### src/rtl/core/spc_pkg.sv
// Shared types, codes and widths for the stepper position controller.
// No dependencies; imported by every module of the block.
`timescale 1ns / 1ps

package spc_pkg;

    // fixed field widths
    localparam int CMD_W       = 3;
    localparam int VALUE_W     = 16;
    localparam int PERIOD_W    = 8;
    localparam int COUNTDOWN_W = 17;
    localparam int POS_OUT_W   = 16;
    localparam int LEVEL_W     = 4;
    localparam int STEP_W      = 2;
    localparam int ENTRY_W     = CMD_W + VALUE_W;

    // defaults for the top-level parameters
    localparam int QUEUE_DEPTH_DEF   = 8;
    localparam int POSITION_BITS_DEF = 16;
    localparam int WAIT_BITS_DEF     = 16;

    localparam logic [PERIOD_W-1:0] PERIOD_RESET = 8'd20;

    // item kinds on tuser
    localparam logic [CMD_W-1:0] CMD_TICK  = 3'd0;
    localparam logic [CMD_W-1:0] CMD_GOTO  = 3'd1;
    localparam logic [CMD_W-1:0] CMD_WAIT  = 3'd2;
    localparam logic [CMD_W-1:0] CMD_SPEED = 3'd3;
    localparam logic [CMD_W-1:0] CMD_CAL   = 3'd4;

    // step codes
    localparam logic [STEP_W-1:0] STEP_NONE  = 2'd0;
    localparam logic [STEP_W-1:0] STEP_LEFT  = 2'd1;
    localparam logic [STEP_W-1:0] STEP_RIGHT = 2'd2;

    typedef enum logic [1:0] {
        MODE_CAL  = 2'd0,
        MODE_IDLE = 2'd1,
        MODE_MOVE = 2'd2
    } spc_mode_t;

    // push/pop request from the controller to the command queue
    typedef struct packed {
        logic               push;
        logic               pop;
        logic [CMD_W-1:0]   op;
        logic [VALUE_W-1:0] value;
    } spc_fifo_ctl_t;

    // one result item, before packing onto tdata
    typedef struct packed {
        logic [STEP_W-1:0]    step;
        logic [POS_OUT_W-1:0] position;
        spc_mode_t            mode;
        logic                 rejected;
        logic [LEVEL_W-1:0]   level;
    } spc_result_t;

endpackage

### src/rtl/core/spc_fifo.sv
// Command queue: circular buffer with a registered head read and write bypass.
// Depends on spc_pkg.
`timescale 1ns / 1ps

module spc_fifo #(
    parameter int QUEUE_DEPTH = spc_pkg::QUEUE_DEPTH_DEF,
    localparam int CW = $clog2(QUEUE_DEPTH + 1)
) (
    input  logic                        clk,
    input  logic                        rst_n,
    input  spc_pkg::spc_fifo_ctl_t      ctl,
    output logic                        empty,
    output logic                        full,
    output logic [spc_pkg::CMD_W-1:0]   head_op,
    output logic [spc_pkg::VALUE_W-1:0] head_value,
    output logic [CW-1:0]               level_next
);
    import spc_pkg::*;

    localparam int AW = (QUEUE_DEPTH > 1) ? $clog2(QUEUE_DEPTH) : 1;
    localparam logic [AW-1:0] LAST_SLOT = AW'(QUEUE_DEPTH - 1);

    logic [ENTRY_W-1:0] mem [QUEUE_DEPTH];
    logic [ENTRY_W-1:0] head_data_reg;
    logic [AW-1:0]      head_reg, head_next;
    logic [AW-1:0]      tail_reg, tail_next;
    logic [CW-1:0]      count_reg;
    logic [ENTRY_W-1:0] wr_entry;

    assign empty    = (count_reg == '0);
    assign full     = (count_reg == CW'(QUEUE_DEPTH));
    assign wr_entry = {ctl.op, ctl.value};

    always_comb
    begin
        head_next  = head_reg;
        tail_next  = tail_reg;
        level_next = count_reg;
        if (ctl.push)
        begin
            tail_next  = (tail_reg == LAST_SLOT) ? '0 : tail_reg + AW'(1);
            level_next = count_reg + CW'(1);
        end
        else if (ctl.pop)
        begin
            head_next  = (head_reg == LAST_SLOT) ? '0 : head_reg + AW'(1);
            level_next = count_reg - CW'(1);
        end
    end

    always_ff @(posedge clk or negedge rst_n)
    begin
        if (!rst_n)
        begin
            head_reg  <= '0;
            tail_reg  <= '0;
            count_reg <= '0;
        end
        else
        begin
            head_reg  <= head_next;
            tail_reg  <= tail_next;
            count_reg <= level_next;
        end
    end

    // storage and registered head read; a push into the slot about to be
    // read is forwarded
    always_ff @(posedge clk)
    begin
        if (ctl.push)
        begin
            mem[tail_reg] <= wr_entry;
        end
        if (ctl.push && (tail_reg == head_next))
        begin
            head_data_reg <= wr_entry;
        end
        else
        begin
            head_data_reg <= mem[head_next];
        end
    end

    assign head_op    = head_data_reg[ENTRY_W-1:VALUE_W];
    assign head_value = head_data_reg[VALUE_W-1:0];

endmodule

### src/rtl/core/spc_ctrl.sv
// Controller state (mode, position, target, period, pace countdown) and the
// per-item update logic; drives the command queue. Depends on spc_pkg, spc_fifo.
`timescale 1ns / 1ps

module spc_ctrl #(
    parameter int QUEUE_DEPTH   = spc_pkg::QUEUE_DEPTH_DEF,
    parameter int POSITION_BITS = spc_pkg::POSITION_BITS_DEF,
    parameter int WAIT_BITS     = spc_pkg::WAIT_BITS_DEF
) (
    input  logic                         clk,
    input  logic                         rst_n,
    input  logic                         fire,
    input  logic [spc_pkg::CMD_W-1:0]    cmd,
    input  logic [spc_pkg::VALUE_W-1:0]  value,
    input  logic                         detector_active,
    input  logic                         cfg_we,
    input  logic [spc_pkg::PERIOD_W-1:0] cfg_period,
    output spc_pkg::spc_result_t         result
);
    import spc_pkg::*;

    localparam int CW = $clog2(QUEUE_DEPTH + 1);
    localparam logic [VALUE_W-1:0] WAIT_MASK =
        (WAIT_BITS >= VALUE_W) ? {VALUE_W{1'b1}} : VALUE_W'((32'd1 << WAIT_BITS) - 32'd1);

    spc_mode_t                mode_reg, mode_next;
    logic [POSITION_BITS-1:0] pos_reg, pos_next;
    logic [POSITION_BITS-1:0] target_reg, target_next;
    logic [PERIOD_W-1:0]      period_reg, period_next;
    logic [COUNTDOWN_W-1:0]   countdown_reg, countdown_next;

    spc_fifo_ctl_t      fifo_ctl;
    logic               fifo_empty;
    logic               fifo_full;
    logic [CMD_W-1:0]   head_op;
    logic [VALUE_W-1:0] head_value;
    logic [CW-1:0]      level_next;

    logic [STEP_W-1:0]  step;
    logic               rejected;
    logic [VALUE_W-1:0] extra;
    logic [PERIOD_W-1:0] period_eff;

    spc_fifo #(
        .QUEUE_DEPTH(QUEUE_DEPTH)
    ) u_fifo (
        .clk       (clk),
        .rst_n     (rst_n),
        .ctl       (fifo_ctl),
        .empty     (fifo_empty),
        .full      (fifo_full),
        .head_op   (head_op),
        .head_value(head_value),
        .level_next(level_next)
    );

    always_comb
    begin
        mode_next      = mode_reg;
        pos_next       = pos_reg;
        target_next    = target_reg;
        period_next    = period_reg;
        countdown_next = countdown_reg;
        step           = STEP_NONE;
        rejected       = 1'b0;
        extra          = '0;
        period_eff     = '0;
        fifo_ctl.push  = 1'b0;
        fifo_ctl.pop   = 1'b0;
        fifo_ctl.op    = cmd;
        fifo_ctl.value = value;

        if (fire)
        begin
            case (cmd)
                CMD_TICK:
                begin
                    if (countdown_reg != '0)
                    begin
                        countdown_next = countdown_reg - COUNTDOWN_W'(1);
                    end
                    else
                    begin
                        case (mode_reg)
                            MODE_CAL:
                            begin
                                if (!detector_active)
                                begin
                                    step = STEP_LEFT;
                                end
                                else
                                begin
                                    pos_next  = '0;
                                    mode_next = MODE_IDLE;
                                end
                            end
                            MODE_MOVE:
                            begin
                                if (pos_reg < target_reg)
                                begin
                                    step     = STEP_RIGHT;
                                    pos_next = pos_reg + POSITION_BITS'(1);
                                end
                                else if (pos_reg > target_reg)
                                begin
                                    step     = STEP_LEFT;
                                    pos_next = pos_reg - POSITION_BITS'(1);
                                end
                                else
                                begin
                                    mode_next = MODE_IDLE;
                                end
                            end
                            default:
                            begin
                                // idle: take one queued command
                                mode_next = MODE_IDLE;
                                if (!fifo_empty)
                                begin
                                    fifo_ctl.pop = 1'b1;
                                    case (head_op)
                                        CMD_GOTO:
                                        begin
                                            target_next = POSITION_BITS'(48'(head_value));
                                            mode_next   = MODE_MOVE;
                                        end
                                        CMD_WAIT:  extra       = head_value & WAIT_MASK;
                                        CMD_SPEED: period_next = head_value[PERIOD_W-1:0];
                                        CMD_CAL:   mode_next   = MODE_CAL;
                                        default:   ;
                                    endcase
                                end
                            end
                        endcase
                        period_eff     = (period_next == '0) ? PERIOD_W'(1) : period_next;
                        countdown_next = COUNTDOWN_W'(period_eff - PERIOD_W'(1))
                                       + COUNTDOWN_W'(extra);
                    end
                end
                CMD_GOTO, CMD_WAIT, CMD_SPEED, CMD_CAL:
                begin
                    if (fifo_full)
                    begin
                        rejected = 1'b1;
                    end
                    else
                    begin
                        fifo_ctl.push = 1'b1;
                    end
                end
                default: ;
            endcase
        end

        if (cfg_we)
        begin
            period_next = cfg_period;
        end
    end

    always_ff @(posedge clk or negedge rst_n)
    begin
        if (!rst_n)
        begin
            mode_reg      <= MODE_CAL;
            pos_reg       <= '0;
            target_reg    <= '0;
            period_reg    <= PERIOD_RESET;
            countdown_reg <= '0;
        end
        else
        begin
            mode_reg      <= mode_next;
            pos_reg       <= pos_next;
            target_reg    <= target_next;
            period_reg    <= period_next;
            countdown_reg <= countdown_next;
        end
    end

    assign result.step     = step;
    assign result.position = POS_OUT_W'(48'(pos_next));
    assign result.mode     = mode_next;
    assign result.rejected = rejected;
    assign result.level    = LEVEL_W'(level_next);

endmodule

### src/rtl/core/stepper_position_controller.sv
// Top level of the stepper position controller: input and result registers
// around the controller. Depends on spc_pkg, spc_ctrl (which holds spc_fifo).
`timescale 1ns / 1ps

// Usage
// - s_* channel: one item per handshake. s_tuser is the item kind: a tick
//   (advances the pace countdown, maybe one controller step) or the push of
//   a goto / wait / speed / calibrate command into an 8-deep (QUEUE_DEPTH)
//   command queue. A push to a full queue is dropped and flagged.
// - m_* channel: exactly one result item per input item, in order: step
//   issued, position, mode, dropped-push flag and queue level after the item.
// - cfg_* channel: writes the step period; always ready. Write only while
//   no item is in flight.
// Flow: an accepted item sits in the input register and is loaded into the
// result register once that may load, which raises m_tvalid. Throughput:
// 1 item per cycle while m_tready keeps up; the whole update is one pass of
// short logic, bounded by the position compare and countdown reload.
// Reset: mode calibrating, position and target 0, step period 20, pace
// countdown 0, queue empty. No clearing pass; queue slots are never used
// before written.
// Stall: while m_tready is low the result register holds; one more item is
// taken into the input register, after which s_tready drops.
module stepper_position_controller #(
    parameter int QUEUE_DEPTH   = spc_pkg::QUEUE_DEPTH_DEF,
    parameter int POSITION_BITS = spc_pkg::POSITION_BITS_DEF,
    parameter int WAIT_BITS     = spc_pkg::WAIT_BITS_DEF
) (
    input  logic                         clk,
    input  logic                         rst_n,
    // input items
    input  logic                         s_tvalid,
    output logic                         s_tready,
    input  logic [23:0]                  s_tdata,  // [15:0] value, [16] detector_active,
                                                   // rest 0
    input  logic [spc_pkg::CMD_W-1:0]    s_tuser,  // [2:0] cmd
    // result items
    output logic                         m_tvalid,
    input  logic                         m_tready,
    output logic [31:0]                  m_tdata,  // [1:0] step, [17:2] position,
                                                   // [19:18] mode, [20] push_rejected,
                                                   // [24:21] queue_level, rest 0
    // step period register
    input  logic                         cfg_valid,
    output logic                         cfg_ready,
    input  logic [spc_pkg::PERIOD_W-1:0] cfg_data
);
    import spc_pkg::*;

    logic               in_valid_reg;
    logic [CMD_W-1:0]   cmd_reg;
    logic [VALUE_W-1:0] value_reg;
    logic               det_reg;

    logic               out_valid_reg;
    spc_result_t        result_reg;
    spc_result_t        result;

    logic advance;   // result register may load
    logic fire;      // item in the input register is processed this cycle

    assign advance   = !out_valid_reg || m_tready;
    assign fire      = in_valid_reg && advance;
    assign s_tready  = !in_valid_reg || advance;
    assign cfg_ready = 1'b1;

    spc_ctrl #(
        .QUEUE_DEPTH  (QUEUE_DEPTH),
        .POSITION_BITS(POSITION_BITS),
        .WAIT_BITS    (WAIT_BITS)
    ) u_ctrl (
        .clk            (clk),
        .rst_n          (rst_n),
        .fire           (fire),
        .cmd            (cmd_reg),
        .value          (value_reg),
        .detector_active(det_reg),
        .cfg_we         (cfg_valid),
        .cfg_period     (cfg_data),
        .result         (result)
    );

    // handshake control
    always_ff @(posedge clk or negedge rst_n)
    begin
        if (!rst_n)
        begin
            in_valid_reg  <= 1'b0;
            out_valid_reg <= 1'b0;
        end
        else
        begin
            if (s_tready)
            begin
                in_valid_reg <= s_tvalid;
            end
            if (advance)
            begin
                out_valid_reg <= in_valid_reg;
            end
        end
    end

    // payload registers
    always_ff @(posedge clk)
    begin
        if (s_tvalid && s_tready)
        begin
            cmd_reg   <= s_tuser;
            value_reg <= s_tdata[VALUE_W-1:0];
            det_reg   <= s_tdata[VALUE_W];
        end
        if (fire)
        begin
            result_reg <= result;
        end
    end

    assign m_tvalid = out_valid_reg;
    assign m_tdata  = {7'd0, result_reg.level, result_reg.rejected, result_reg.mode,
                       result_reg.position, result_reg.step};

endmodule

### config.mk
export PLATFORM = sky130hd
export DESIGN_NAME = stepper_position_controller
export DESIGN_NICKNAME = d
export VERILOG_FILES = /design/src/rtl/core/spc_pkg.sv /design/src/rtl/core/spc_fifo.sv /design/src/rtl/core/spc_ctrl.sv /design/src/rtl/core/stepper_position_controller.sv
export SDC_FILE = /design/constraint.sdc
export NUM_CORES = 1
export LEC_CHECK = 0
export ABC_AREA = 1
export BUFFER_PORTS_ARGS = -buffer_cell sky130_fd_sc_hd__buf_2
export CAP_MARGIN = 20
export CORE_MARGIN = 2
export CORE_UTILIZATION = 40
export DETAILED_ROUTE_END_ITERATION = 16
export MAX_ROUTING_LAYER = met4
export PLACE_DENSITY = 0.61
export SYNTH_ARGS = -nofsm -noshare
export SYNTH_HDL_FRONTEND = slang
export SYNTH_SLANG_ARGS = --single-unit
### constraint.sdc
create_clock -name clk -period 4.5 [get_ports clk]
set_input_delay 0.45 -clock clk [delete_from_list [all_inputs] [get_ports clk]]
set_output_delay 0.45 -clock clk [all_outputs]
set_load 0.01 [all_outputs]
==> summary.md <==
| Metric | Value |
|---|---|
| Critical-path cell with the highest stage delay | dfrtp_1 |
| LEAKAGE | approximately 0.0066 uW |
| Synthesized area | about 0.014 sq mm |
| RSZ-0062 raised after global routing | no |
| Required time of the critical path | 4930 ps |
| Netlist cell types | 58 |
| Worst-path fanout max | 11 |
| Power consumption | 6387 uW |
| Final max-slew violation count | 0 |
| # port buffers | just under 60 |
| GRT overflow | 0 |
| DRT Wirelength | approximately 30,000 um |
| Die H | approximately 190 um |
| Fillers | 3,105 |
| Pwr dens | 412.1 mW/mm^2 |
| Slew HR | between 30% and 40% |
| WP data arrival | ~4600 ps |
| CTS max path bufs | 3 |
| Avg Cell Area, Syn | ~9.6 sq um |
| Core Footprint | 0.03345 sq mm |
| Setup CP Type | flip-flop to flip-flop |
| Skew-Pair Late Insertion Delay | about 580 ps |
| Vias in the first global route | between 9,000 and 10,000 |
| Sequential fraction of the synthesis area | a little under three fifths |
| Synth Register Bits | between 200 and 300 |
| Final period util | between 90 and 100% |
| Num CTS Buffers | 30 |
| CP Buf/Inv Count | 2 |
| Critical path's largest stage delay | ~400 ps |
| Wire per inst | 15.88 um |
| DP Wirelength | ~20,000 um |
| Initial DRC count | 726 |
| Initial antenna violation count | 0 |
| Commonest non-fill, non-tap cells in the layout | nand2_1 (318), edfxtp_1 (197), nor2_1 (142), inv_1 (139), o21ai_0 (98) |
| Final Util | approximately 46% |
| DRC errors left | 0 |
| CTS tree | built |
| Multi-input logic area | between 0.004 and 0.005 sq mm |
| Min-delay worst type | input pin to async pin |
| Via-per-instance ratio | roughly 5 |
| YS warnings | 0 |
| # IOs | 75 |
| Global-route wire length before repair | roughly 49,000 um |
| DP Cell Count | ~1,900 |
| Largest register FFs | between 150 and 200 |
| Starting Density | 40.47% |
| Actual slew at the worst max-slew pin | just over 1000 ps |
| Post-synth ARST share | 26.20% |
| Skew final | slightly above 30 ps |
| Die Width | about 190 um |
| Routed Antenna Nets | 0 |
| Synth-to-layout area growth | 14.49% |
| Clock Tree Root | clkbuf_16 |
| Max-cap violation count | 0 |
| Final Hold Viols | 0 |
| H-tree Lvls | 1 |
| Outcome | completed |
| Fin nets | about 1,600 |
| Post-synth EDFFs | 197 |
| Finished Layout Cells | between 1,500 and 2,000 |
| VDD IR max | about 0.00038 V |
| DR vias | 9,714 |
| Largest net degree at the start of global routing | 77 |
| CTS sink cnt | 271 |
| Die area | roughly 0.035 sq mm |
| TNS Setup | 0 ps |
| CP startpoint kind | flip-flop |
| CP delay by family, top | simple AND/OR/NAND/NOR gates |
| Most common cell after layout, fill and taps aside | nand2_1 |
| Reg area | between 0.007 and 0.008 sq mm |
| Routability cong. | around 0.90 |
| GRT Resource Usage Total | 17.93% |
| Clock slew at reported path FFs | 60 ps |
| Crit path time final | slightly above 4000 ps |
| Final hold slack | 18.17 ps |
| Worst setup EP type | flip-flop |
| Setup violators final | 0 |
| Worst path most repeated cell | nand2_1 |
| Diodes inserted | 0 |
| Row count | between 60 and 70 |
| Max Freq | approximately 240 MHz |
| Top FF cell, synth | edfxtp_1 |
| DR pass1 iterations | 7 |
| Layout cells sized above 1 | between 10% and 20% |
| Mapped Cells | roughly 1,400 |
power by group:
group	internal (uW)	switching [uW]
combinational	242	474
sequential	2940	136
clock	1590	1000
cells in the mapped netlist (all sizes together), types with 4 or more instances:
| cell | n | share of area (%) |
|---|---|---|
| o211ai | 5 | 0.28 |
| o21ai | 120 | 4.6 |
| o221ai | 5 | 0.32 |
| edfxtp | 197 | 44 |
| inv | 145 | 4.0 |
| a21o | 4 | 0.22 |
| o22ai | 15 | 0.69 |
| nor3 | 16 | 0.63 |
| buf | 33 | 1.8 |
| nor4 | 4 | 0.23 |
| xnor2 | 5 | 0.32 |
| ha | 42 | 3.9 |
| a31oi | 6 | 0.32 |
| nand2 | 332 | 9.6 |
| nand3 | 98 | 3.8 |
| clkbuf | 22 | 0.61 |
| nor2 | 161 | 5.1 |
| a21oi | 43 | 1.7 |
| nand4 | 14 | 0.69 |
| xor2 | 39 | 2.5 |
| or2 | 5 | 0.23 |
| dfrtp | 69 | 13 |
logic make-up (layout without fill, tap and decap cells):
| logic type | after synthesis | count (layout) | synth area share [%] |
|---|---|---|---|
| AND/OR/NAND/NOR | 632 | 632 | 20.38 |
| flip-flops | 271 | 271 | 57.29 |
| AO/OA/AOI/OAI | 211 | 211 | 8.874 |
| buffers and inverters | 200 | 288 | 6.443 |
| XOR/XNOR | 44 | 44 | 2.847 |
| adder cells (fa/ha/maj) | 43 | 43 | 4.030 |
| other | 2 | 8 | 0.05548 |
| multiplexers | 1 | 1 | 0.07395 |
worst register-to-register path, cell delays in order (launching register included):
cell	delay (ps)
dfrtp_1	410
inv_1	90
ha_1	210
nand2_1	190
o21ai_4	110
nor2_8	200
nand2_4	150
nand2_1	150
o21ai_4	90
nand3_2	80
nor2_2	60
a21oi_2	160
ha_2	220
nand3_1	120
nor2_4	150
nand3_1	100
xor2_1	150
ha_1	330
a21oi_1	210
o21ai_0	120
buf_4	160
nand2_1	50
nand2_1	50
xor2_1	160
o21ai_0	150
o21ai_0	110
through the flow:
step	setup WS [ps]	cell area, sq um
3_3_place_gp	211.6	14340
2_1_floorplan	570.3	13560
6_report	377.6	15500
3_5_place_dp	152.5	14340
4_1_cts	129.1	15410
5_1_grt	45.11	15500
metal layers:
metal | wire length (um) | up-vias | track usage (%) | share of wire, %
met3 | 1334 | 54 | 2.508 | 4.3
met1 | 13770 | 4598 | 22.61 | 45
li1 | - | 4863 | - | -
met5 | 0 | - | - | 0
met4 | 762 | 0 | 5.027 | 2.5
met2 | 15030 | 199 | 30.26 | 49
final cells by class:
| cell class | instances | share of cell area, % |
|---|---|---|
| clock inverter | 22 | 1.962 |
| multi-input combinational | 939 | 32.09 |
| timing repair buffer | 88 | 3.738 |
| sequential | 271 | 50.07 |
| clock buffer | 33 | 4.982 |
| inverter | 145 | 3.545 |
| tap | 448 | 3.617 |
path summary, 6_finish.rpt:
check | startpoint | endpoint | slack [ps] | depth (start not counted)
setup / recovery | u_ctrl.u_fifo.count_reg[0] | u_ctrl.countdown_reg[9] | 380 | 25
hold / removal | rst_n | u_ctrl.period_reg[3] | 20 | 1
setup reg to reg | u_ctrl.u_fifo.count_reg[0] | u_ctrl.countdown_reg[9] | 380 | 25
hold reg to reg | u_ctrl.target_reg[8] | u_ctrl.target_reg[8] | 480 | 2
max in group asynchronous | rst_n | u_ctrl.pos_reg[13] | 3830 | 1
min in group clk | s_tuser[2] | cmd_reg[2] | 40 | 1
repair_timing:
action	CTS	global route
gates resized for setup	0	11
hold buffers	0	0
endpoints found under the hold margin	0	0
setup buffers	0	0
setup endpoints to repair	0	10
No activity file was read; power rests on OpenSTA's default activity.
